===== src/design/fcc_pkg.sv =====
// Shared types, constants and helper functions of the palette chunk decoder.
package fcc_pkg;

  typedef enum logic [2:0] {
    PH_IDLE   = 3'd0,
    PH_CNT_HI = 3'd1,
    PH_SKIP   = 3'd2,
    PH_COPY   = 3'd3,
    PH_RED    = 3'd4,
    PH_GREEN  = 3'd5,
    PH_BLUE   = 3'd6,
    PH_DONE   = 3'd7
  } fcc_phase_t;

  localparam logic [9:0] INDEX_MAX = 10'd1023;
  localparam logic [8:0] COPY_FULL = 9'd256;

  // Raw palette write as the parser leaves it; the back end widens the colors.
  typedef struct packed {
    logic [7:0] index;
    logic [7:0] red;
    logic [7:0] green;
    logic [7:0] blue;
    logic       last;
  } fcc_entry_t;

  // Six-to-eight bit widening, kept to eight bits for out-of-range inputs.
  function automatic logic [7:0] widen6(input logic [7:0] v);
    widen6 = {v[5:0], 2'b00} | {4'b0000, v[7:4]};
  endfunction

  // Index add that saturates at the top of the ten-bit range.
  function automatic logic [9:0] index_add(input logic [9:0] a, input logic [7:0] b);
    logic [10:0] s;
    s = {1'b0, a} + {3'b000, b};
    index_add = (s > {1'b0, INDEX_MAX}) ? INDEX_MAX : s[9:0];
  endfunction

endpackage


===== src/design/fcc_channels.sv =====
// Valid/ready channel interfaces for chunk bytes and palette writes.
interface fcc_byte_if;
  logic       valid;
  logic       ready;
  logic [7:0] data_byte;
  logic       chunk_start;

  modport source (output valid, output data_byte, output chunk_start, input ready);
  modport sink   (input valid, input data_byte, input chunk_start, output ready);
endinterface

interface fcc_palette_if;
  logic       valid;
  logic       ready;
  logic [7:0] entry_index;
  logic [7:0] red;
  logic [7:0] green;
  logic [7:0] blue;
  logic       last_entry;

  modport source (output valid, output entry_index, output red, output green,
                  output blue, output last_entry, input ready);
  modport sink   (input valid, input entry_index, input red, input green,
                  input blue, input last_entry, output ready);
endinterface


===== src/design/fcc_parser.sv =====
// Front end: accepts chunk bytes, tracks the parse phase and issues palette writes.
module fcc_parser (
  input  logic               clk,
  input  logic               rst,
  fcc_byte_if.sink           byte_in,
  input  logic               queue_full,
  output logic               push,
  output fcc_pkg::fcc_entry_t push_entry
);
  import fcc_pkg::*;

  fcc_phase_t phase, phase_next;
  logic [7:0]  count_low, count_low_next;
  logic [15:0] packets_left, packets_left_next;
  logic [8:0]  entries_left, entries_left_next;
  logic [9:0]  next_index, next_index_next;
  logic [7:0]  red_hold, red_hold_next;
  logic [7:0]  green_hold, green_hold_next;

  logic        fire;
  logic [15:0] packet_count;
  logic [8:0]  entries_dec;
  logic [15:0] packets_dec;

  assign byte_in.ready = !queue_full;
  assign fire          = byte_in.valid && byte_in.ready;
  assign packet_count  = {byte_in.data_byte, count_low};
  assign entries_dec   = (entries_left != 9'd0) ? entries_left - 9'd1 : 9'd0;
  assign packets_dec   = (packets_left != 16'd0) ? packets_left - 16'd1 : 16'd0;

  always_comb begin
    phase_next = phase;
    if (fire) begin
      if (byte_in.chunk_start) begin
        phase_next = PH_CNT_HI;
      end else begin
        case (phase)
          PH_CNT_HI: phase_next = (packet_count == 16'd0) ? PH_DONE : PH_SKIP;
          PH_SKIP:   phase_next = PH_COPY;
          PH_COPY:   phase_next = PH_RED;
          PH_RED:    phase_next = PH_GREEN;
          PH_GREEN:  phase_next = PH_BLUE;
          PH_BLUE: begin
            if (entries_dec == 9'd0) begin
              phase_next = (packets_dec == 16'd0) ? PH_DONE : PH_SKIP;
            end else begin
              phase_next = PH_RED;
            end
          end
          default:   phase_next = phase;
        endcase
      end
    end
  end

  always_comb begin
    count_low_next    = count_low;
    packets_left_next = packets_left;
    entries_left_next = entries_left;
    next_index_next   = next_index;
    red_hold_next     = red_hold;
    green_hold_next   = green_hold;
    push              = 1'b0;
    push_entry.index  = next_index[7:0];
    push_entry.red    = red_hold;
    push_entry.green  = green_hold;
    push_entry.blue   = byte_in.data_byte;
    push_entry.last   = (entries_left == 9'd1) && (packets_left == 16'd1);
    if (fire) begin
      if (byte_in.chunk_start) begin
        count_low_next    = byte_in.data_byte;
        packets_left_next = 16'd0;
        entries_left_next = 9'd0;
        next_index_next   = 10'd0;
        red_hold_next     = 8'd0;
        green_hold_next   = 8'd0;
      end else begin
        case (phase)
          PH_CNT_HI: packets_left_next = packet_count;
          PH_SKIP:   next_index_next = index_add(next_index, byte_in.data_byte);
          PH_COPY: begin
            entries_left_next = (byte_in.data_byte == 8'd0) ? COPY_FULL
                                                            : {1'b0, byte_in.data_byte};
          end
          PH_RED:    red_hold_next = byte_in.data_byte;
          PH_GREEN:  green_hold_next = byte_in.data_byte;
          PH_BLUE: begin
            // Writes past entry 255 are consumed but never issued.
            push              = (next_index[9:8] == 2'b00);
            next_index_next   = index_add(next_index, 8'd1);
            entries_left_next = entries_dec;
            if (entries_dec == 9'd0) begin
              packets_left_next = packets_dec;
            end
          end
          default: ;
        endcase
      end
    end
  end

  always_ff @(posedge clk) begin
    if (rst) begin
      phase        <= PH_IDLE;
      count_low    <= 8'd0;
      packets_left <= 16'd0;
      entries_left <= 9'd0;
      next_index   <= 10'd0;
      red_hold     <= 8'd0;
      green_hold   <= 8'd0;
    end else begin
      phase        <= phase_next;
      count_low    <= count_low_next;
      packets_left <= packets_left_next;
      entries_left <= entries_left_next;
      next_index   <= next_index_next;
      red_hold     <= red_hold_next;
      green_hold   <= green_hold_next;
    end
  end

endmodule


===== src/design/fcc_queue.sv =====
// Short register queue of raw palette writes between parser and output stage.
module fcc_queue #(
  parameter int Depth = 2
) (
  input  logic                clk,
  input  logic                rst,
  input  logic                push,
  input  fcc_pkg::fcc_entry_t push_entry,
  output logic                full,
  input  logic                pop,
  output logic                head_valid,
  output fcc_pkg::fcc_entry_t head_entry
);
  import fcc_pkg::*;

  localparam int PtrWidth   = (Depth > 1) ? $clog2(Depth) : 1;
  localparam int CountWidth = $clog2(Depth + 1);
  localparam logic [PtrWidth-1:0]   LastSlot  = PtrWidth'(Depth - 1);
  localparam logic [CountWidth-1:0] FullCount = CountWidth'(Depth);

  fcc_entry_t slots [Depth];
  logic [PtrWidth-1:0]   wr_ptr, rd_ptr;
  logic [CountWidth-1:0] count;
  logic                  do_push, do_pop;

  assign full       = (count == FullCount);
  assign head_valid = (count != '0);
  assign head_entry = slots[rd_ptr];
  assign do_push    = push && !full;
  assign do_pop     = pop && head_valid;

  always_ff @(posedge clk) begin
    if (do_push) begin
      slots[wr_ptr] <= push_entry;
    end
  end

  always_ff @(posedge clk) begin
    if (rst) begin
      wr_ptr <= '0;
      rd_ptr <= '0;
      count  <= '0;
    end else begin
      if (do_push) begin
        wr_ptr <= (wr_ptr == LastSlot) ? '0 : wr_ptr + 1'b1;
      end
      if (do_pop) begin
        rd_ptr <= (rd_ptr == LastSlot) ? '0 : rd_ptr + 1'b1;
      end
      if (do_push && !do_pop) begin
        count <= count + 1'b1;
      end else if (do_pop && !do_push) begin
        count <= count - 1'b1;
      end
    end
  end

endmodule


===== src/design/fcc_widen.sv =====
// Back end: widens queued colors and holds the palette write in the output register.
module fcc_widen (
  input  logic                clk,
  input  logic                rst,
  input  logic                head_valid,
  input  fcc_pkg::fcc_entry_t head_entry,
  output logic                pop,
  fcc_palette_if.source       pal_out
);
  import fcc_pkg::*;

  logic       out_valid;
  logic [7:0] out_index, out_red, out_green, out_blue;
  logic       out_last;

  // The register reloads whenever it is empty or its request is being taken.
  assign pop = head_valid && (!out_valid || pal_out.ready);

  always_ff @(posedge clk) begin
    if (rst) begin
      out_valid <= 1'b0;
    end else if (!out_valid || pal_out.ready) begin
      out_valid <= head_valid;
    end
  end

  always_ff @(posedge clk) begin
    if (pop) begin
      out_index <= head_entry.index;
      out_red   <= widen6(head_entry.red);
      out_green <= widen6(head_entry.green);
      out_blue  <= widen6(head_entry.blue);
      out_last  <= head_entry.last;
    end
  end

  assign pal_out.valid       = out_valid;
  assign pal_out.entry_index = out_index;
  assign pal_out.red         = out_red;
  assign pal_out.green       = out_green;
  assign pal_out.blue        = out_blue;
  assign pal_out.last_entry  = out_last;

endmodule


===== src/design/fli_color_chunk_decoder.sv =====
// Top level: byte-serial 6-bit palette chunk decoder.
// Takes one chunk byte per cycle; the parser updates its phase in the cycle a byte is taken.
// A palette write enters the write queue as its blue byte is taken, then the output register, held until accepted.
// Throughput is one byte per cycle; the input stalls only when the write queue is full.
// Synchronous reset returns the parser to idle and empties the queue and output register.
module fli_color_chunk_decoder #(
  parameter int QUEUE_DEPTH = 2
) (
  input  logic          clk,
  input  logic          rst,
  fcc_byte_if.sink      byte_in,
  fcc_palette_if.source pal_out
);
  import fcc_pkg::*;

  fcc_entry_t push_entry, head_entry;
  logic       push, queue_full, pop, head_valid;

  fcc_parser u_parser (
    .clk        (clk),
    .rst        (rst),
    .byte_in    (byte_in),
    .queue_full (queue_full),
    .push       (push),
    .push_entry (push_entry)
  );

  fcc_queue #(
    .Depth (QUEUE_DEPTH)
  ) u_queue (
    .clk        (clk),
    .rst        (rst),
    .push       (push),
    .push_entry (push_entry),
    .full       (queue_full),
    .pop        (pop),
    .head_valid (head_valid),
    .head_entry (head_entry)
  );

  fcc_widen u_widen (
    .clk        (clk),
    .rst        (rst),
    .head_valid (head_valid),
    .head_entry (head_entry),
    .pop        (pop),
    .pal_out    (pal_out)
  );

endmodule

===== src/flat_wrapper.sv =====
// flat-port wrapper written by rule: the top's interface ports become plain ports
module fli_color_chunk_decoder_flat import fcc_pkg::*;
#(
  parameter int QUEUE_DEPTH = 2
)
  (clk, rst, byte_in_valid, byte_in_data_byte, byte_in_chunk_start, byte_in_ready, pal_out_valid, pal_out_entry_index, pal_out_red, pal_out_green, pal_out_blue, pal_out_last_entry, pal_out_ready);
  fcc_byte_if byte_in_i ();
  fcc_palette_if pal_out_i ();
  input  logic clk;
  input  logic rst;
  input wire logic [$bits(byte_in_i.valid)-1:0] byte_in_valid;
  input wire logic [$bits(byte_in_i.data_byte)-1:0] byte_in_data_byte;
  input wire logic [$bits(byte_in_i.chunk_start)-1:0] byte_in_chunk_start;
  output wire logic [$bits(byte_in_i.ready)-1:0] byte_in_ready;
  output wire logic [$bits(pal_out_i.valid)-1:0] pal_out_valid;
  output wire logic [$bits(pal_out_i.entry_index)-1:0] pal_out_entry_index;
  output wire logic [$bits(pal_out_i.red)-1:0] pal_out_red;
  output wire logic [$bits(pal_out_i.green)-1:0] pal_out_green;
  output wire logic [$bits(pal_out_i.blue)-1:0] pal_out_blue;
  output wire logic [$bits(pal_out_i.last_entry)-1:0] pal_out_last_entry;
  input wire logic [$bits(pal_out_i.ready)-1:0] pal_out_ready;
  assign byte_in_i.valid = byte_in_valid;
  assign byte_in_i.data_byte = byte_in_data_byte;
  assign byte_in_i.chunk_start = byte_in_chunk_start;
  assign byte_in_ready = byte_in_i.ready;
  assign pal_out_valid = pal_out_i.valid;
  assign pal_out_entry_index = pal_out_i.entry_index;
  assign pal_out_red = pal_out_i.red;
  assign pal_out_green = pal_out_i.green;
  assign pal_out_blue = pal_out_i.blue;
  assign pal_out_last_entry = pal_out_i.last_entry;
  assign pal_out_i.ready = pal_out_ready;
  fli_color_chunk_decoder #(.QUEUE_DEPTH(QUEUE_DEPTH)) u_core (.clk(clk), .rst(rst), .byte_in(byte_in_i), .pal_out(pal_out_i));
endmodule

===== config.mk =====
export PLATFORM = sky130hd
export DESIGN_NAME = fli_color_chunk_decoder_flat
export DESIGN_NICKNAME = d
export VERILOG_FILES = /design/src/design/fcc_pkg.sv /design/src/design/fcc_channels.sv /design/src/design/fcc_parser.sv /design/src/design/fcc_queue.sv /design/src/design/fcc_widen.sv /design/src/design/fli_color_chunk_decoder.sv /design/src/flat_wrapper.sv
export SDC_FILE = /design/constraint.sdc
export NUM_CORES = 1
export LEC_CHECK = 0
export CORE_AREA = 2 2 135 137
export CTS_CLUSTER_DIAMETER = 50
export CTS_CLUSTER_SIZE = 24
export DETAILED_ROUTE_END_ITERATION = 7
export DIE_AREA = 0 0 137 139
export DONT_BUFFER_PORTS = 1
export PLACE_DENSITY = 0.62
export SETUP_SLACK_MARGIN = 0.5
export SYNTH_ARGS = -nofsm -noshare
export SYNTH_HDL_FRONTEND = slang
export SYNTH_HIERARCHICAL = 1
export SYNTH_SLANG_ARGS = --single-unit

===== constraint.sdc =====
create_clock -name clk -period 3.09 [get_ports clk]
set_input_delay 0.618 -clock clk [delete_from_list [all_inputs] [get_ports clk]]
set_output_delay 0.618 -clock clk [all_outputs]
set_load 0.02 [all_outputs]

==> results by group <==
Timing
  – Worst rel slew slack: between 30% and 40%
  – Worst clock skew: 0.00760 ns
  – RSZ-0062 raised after global routing: false
  – Crit path time final: between 2 and 2.5 ns
  – Worst hold margin: 0.256 ns
  – FMAX: around 420 MHz
  – Worst slew pin tran: 1.03 ns
  – Setup TNS: 0 ns
  – Final period utilization: ~77%
  – Final hold violations: 0
  – Pins Over Slew Limit: 0
  – Endpoints failing setup: 0

Global routing
  – Largest net degree at the start of global routing: 47
  – First-pass GRT wire length: approximately 28000 microns
  – Vias in the first global route: 5178
  – Total GRT Usage: 18.8%
  – Total global routing overflow: 0
  – Initial antenna violation count: 0

Yosys
  – Register bit total from synthesis: ~160
  – Synth Warn #: 6
  – Async S/R FF share, synth: 0%
  – Mapped Cells: about 720
  – Top post-synthesis cells by area: edfxtp_1 36%, dfxtp_1 18%, mux2_2 4.8%, nand2_1 3.8%, o21ai_0 3.1%
  – Post-synth EDFFs: a little over 90
  – Synth Cell Area: 7740 sq um
  – Post-synth top area share: about 36%
  – Area leader, netlist: edfxtp_1
  – Synth Net Count: approximately 750
  – Avg Cell Area, Syn: 10.7 sq um
  – Register area share after synthesis: 53.7%
  – Most used DFF post-synth: edfxtp_1
  – Distinct cells, synth: 66

Setup path
  – FF-to-FF setup slack: about 0.70 ns
  – Worst Path Max Fanout: 16
  – RR Endpoint: u_core/u_parser/packets_left[0]
  – Crit end category: flip-flop
  – FF-to-FF path depth: 9
  – Crit path DAT: 2.70 ns
  – CP startpoint kind: flip-flop
  – Worst R2R Start: u_core/u_parser/entries_left[0]
  – Class of the most critical setup path: flip-flop to flip-flop
  – CP Data Required Time: ~3.4 ns

Drt
  – Drt pass-1 iters: 5
  – Post-route ant nets: 0
  – Via density: 5.75
  – DR WL/cell: roughly 18 microns
  – DRT Wirelength: 17300 microns
  – Initial DRC Count: between 500 and 600
  – DR vias: approximately 5400
  – Residual DRC: 0

Die
  – I/O pin total: 48
  – Die ar.: roughly 19000 sq um
  – Die Span X: about 140 microns
  – CORE AREA: ~18000 sq um
  – Std-Cell Rows: 49
  – Die height: between 100 and 150 microns
  – Initial core utilization: around 44%

Min path
  – Worst min path class: primary input to flip-flop
  – Hold Path Origin: rst
  – Hold Path End: u_core/u_parser/entries_left[0]
  – Worst hold stages: 1

Clock tree
  – Max Buffers Root-to-Sink: 2
  – Clock slew at reported path FFs: 0.07 ns
  – H-tree depth: 4
  – CTS Sinks: 161
  – CTS tree: yes
  – Clk root buf: clkbuf_16
  – TritonCTS buffer count: 17
  – Worst-Skew Late Latency: around 0.43 ns

Power and ir drop
  – Maximum VDD drop: between 0.0004 and 0.0005 V
  – Leak: between 3 and 4 nW
  – Power Density: between 500 and 600 nW/um^2

Place
  – Routability cong.: approximately 0.94
  – PortBufs: 0
  – Hpwl dp: around 11000 microns

Outcome
  – Outcome: completed

Cells and area
  – Layout cells sized above 1: about an eighth
  – Ant. Diodes: 0
  – Most common cell after layout, fill and taps aside: edfxtp_1
  – Synth-to-Final Area Change: 9.75%
  – Commonest non-fill, non-tap cells in the layout: 93 x edfxtp_1, 79 x nand2_1, 67 x dfxtp_1
  – Final nets: roughly 730

Job
  – Max Cap Viol: 0
worst max-delay path, cell delays in order (launching register included):
cell	delay [ns]
dfxtp_1	0.37
inv_1	0.09
ha_2	0.25
or4b_1	0.53
nor2_1	0.17
a21oi_1	0.10
nor4_4	0.32
o31ai_4	0.13
buf_12	0.18
mux2i_1	0.13
layout make-up:
type,instances,area (sq um)
Clock buffer,17,425
Tap cell,229,287
Fill cell,1565,9160
Sequential cell,161,4160
Inverter,19,75.1
Timing Repair Buffer,16,149
Clock inverter,14,170
Multi-Input combinational cell,489,3230
worst max path at each step:
stage,from,end,slack (ns)
2_1_floorplan,byte_in_valid,u_core/u_queue/slots[0][0],0.68
3_3_place_gp,u_core/u_parser/entries_left[0],u_core/u_parser/packets_left[12],0.38
3_5_place_dp,u_core/u_parser/entries_left[0],u_core/u_parser/packets_left[2],0.34
4_1_cts,u_core/u_queue/count[0],u_core/u_queue/slots[1][29],0.53
5_1_grt,u_core/u_parser/phase[1],u_core/u_queue/slots[0][31],0.47
6_report,u_core/u_parser/entries_left[0],u_core/u_parser/packets_left[0],0.70
logic make-up after synthesis:
kind of cell	Yosys count	synth area share [%]
buf+inv	71	4.71
mux	56	7.78
compound gates	142	12.0
fa+ha+maj	17	2.85
xor+xnor	28	3.17
flops	161	53.7
simple gates	246	15.8
layer usage:
| layer | wire length (microns) | GRT usage (%) | vias up |
|---|---|---|---|
| li1 | - | - | 2597 |
| met1 | 7600 | 24.8 | 2633 |
| met2 | 8630 | 30.8 | 183 |
| met3 | 874 | 4.02 | 24 |
| met4 | 238 | 5.64 | 0 |
| met5 | 0 | 0 | - |
report_power, final:
group | switching (mW) | internal (mW)
Combinational | 0.121 | 0.0807
Sequential | 0.0162 | 2.26
Clock | 0.935 | 1.22
registers in the layout, summed over array words and instances, names as in the netlist, 2 cells and up, named ones only:
signal,flops
u_core/u_parser/phase,3
u_core/u_queue/slots,66
u_core/u_parser/next_index,10
u_core/u_parser/packets_left,16
u_core/u_queue/count,2
u_core/u_widen/pal_out.entry_index,8
u_core/u_widen/pal_out.blue,6
u_core/u_widen/pal_out.red,6
u_core/u_parser/entries_left,9
u_core/u_parser/green_hold,8
u_core/u_parser/red_hold,8
u_core/u_parser/count_low,8
u_core/u_widen/pal_out.green,6
timing repair:
item,CTS,global route
setup endpoints to repair,16,90
resized for setup,0,5
buffers inserted,1,0
hold buffers,0,0
pin swaps,1,1
metrics by stage:
stage	power, mW	util [%]	setup slack [ns]	instances	instance area (sq um)
global route	4.78	48.1	0.467	945	8490
floorplan	2.48	-	0.683	721	7740
CTS	4.66	48.0	0.530	945	8480
finish	4.63	48.1	0.697	945	8490
detailed placement	2.52	44.5	0.336	913	7860
global placement	2.51	44.5	0.384	913	7860
cells in the mapped netlist (all sizes together), types with 3 or more instances:
cell / instances
a21o: 3
a21oi: 23
a22o: 3
a22oi: 21
a31oi: 3
and2: 7
and3: 6
buf: 31
clkbuf: 21
dfxtp: 68
edfxtp: 93
ha: 16
inv: 19
mux2: 33
mux2i: 23
nand2: 79
nand2b: 8
nand3: 15
nand4: 8
nor2: 57
nor2b: 11
nor3: 11
nor3b: 4
nor4: 13
o2111ai: 3
o211ai: 10
o21a: 3
o21ai: 51
o221ai: 3
or2: 9
or3: 5
or4: 4
xnor2: 13
xor2: 15
(Power assumes the default switching activity.)
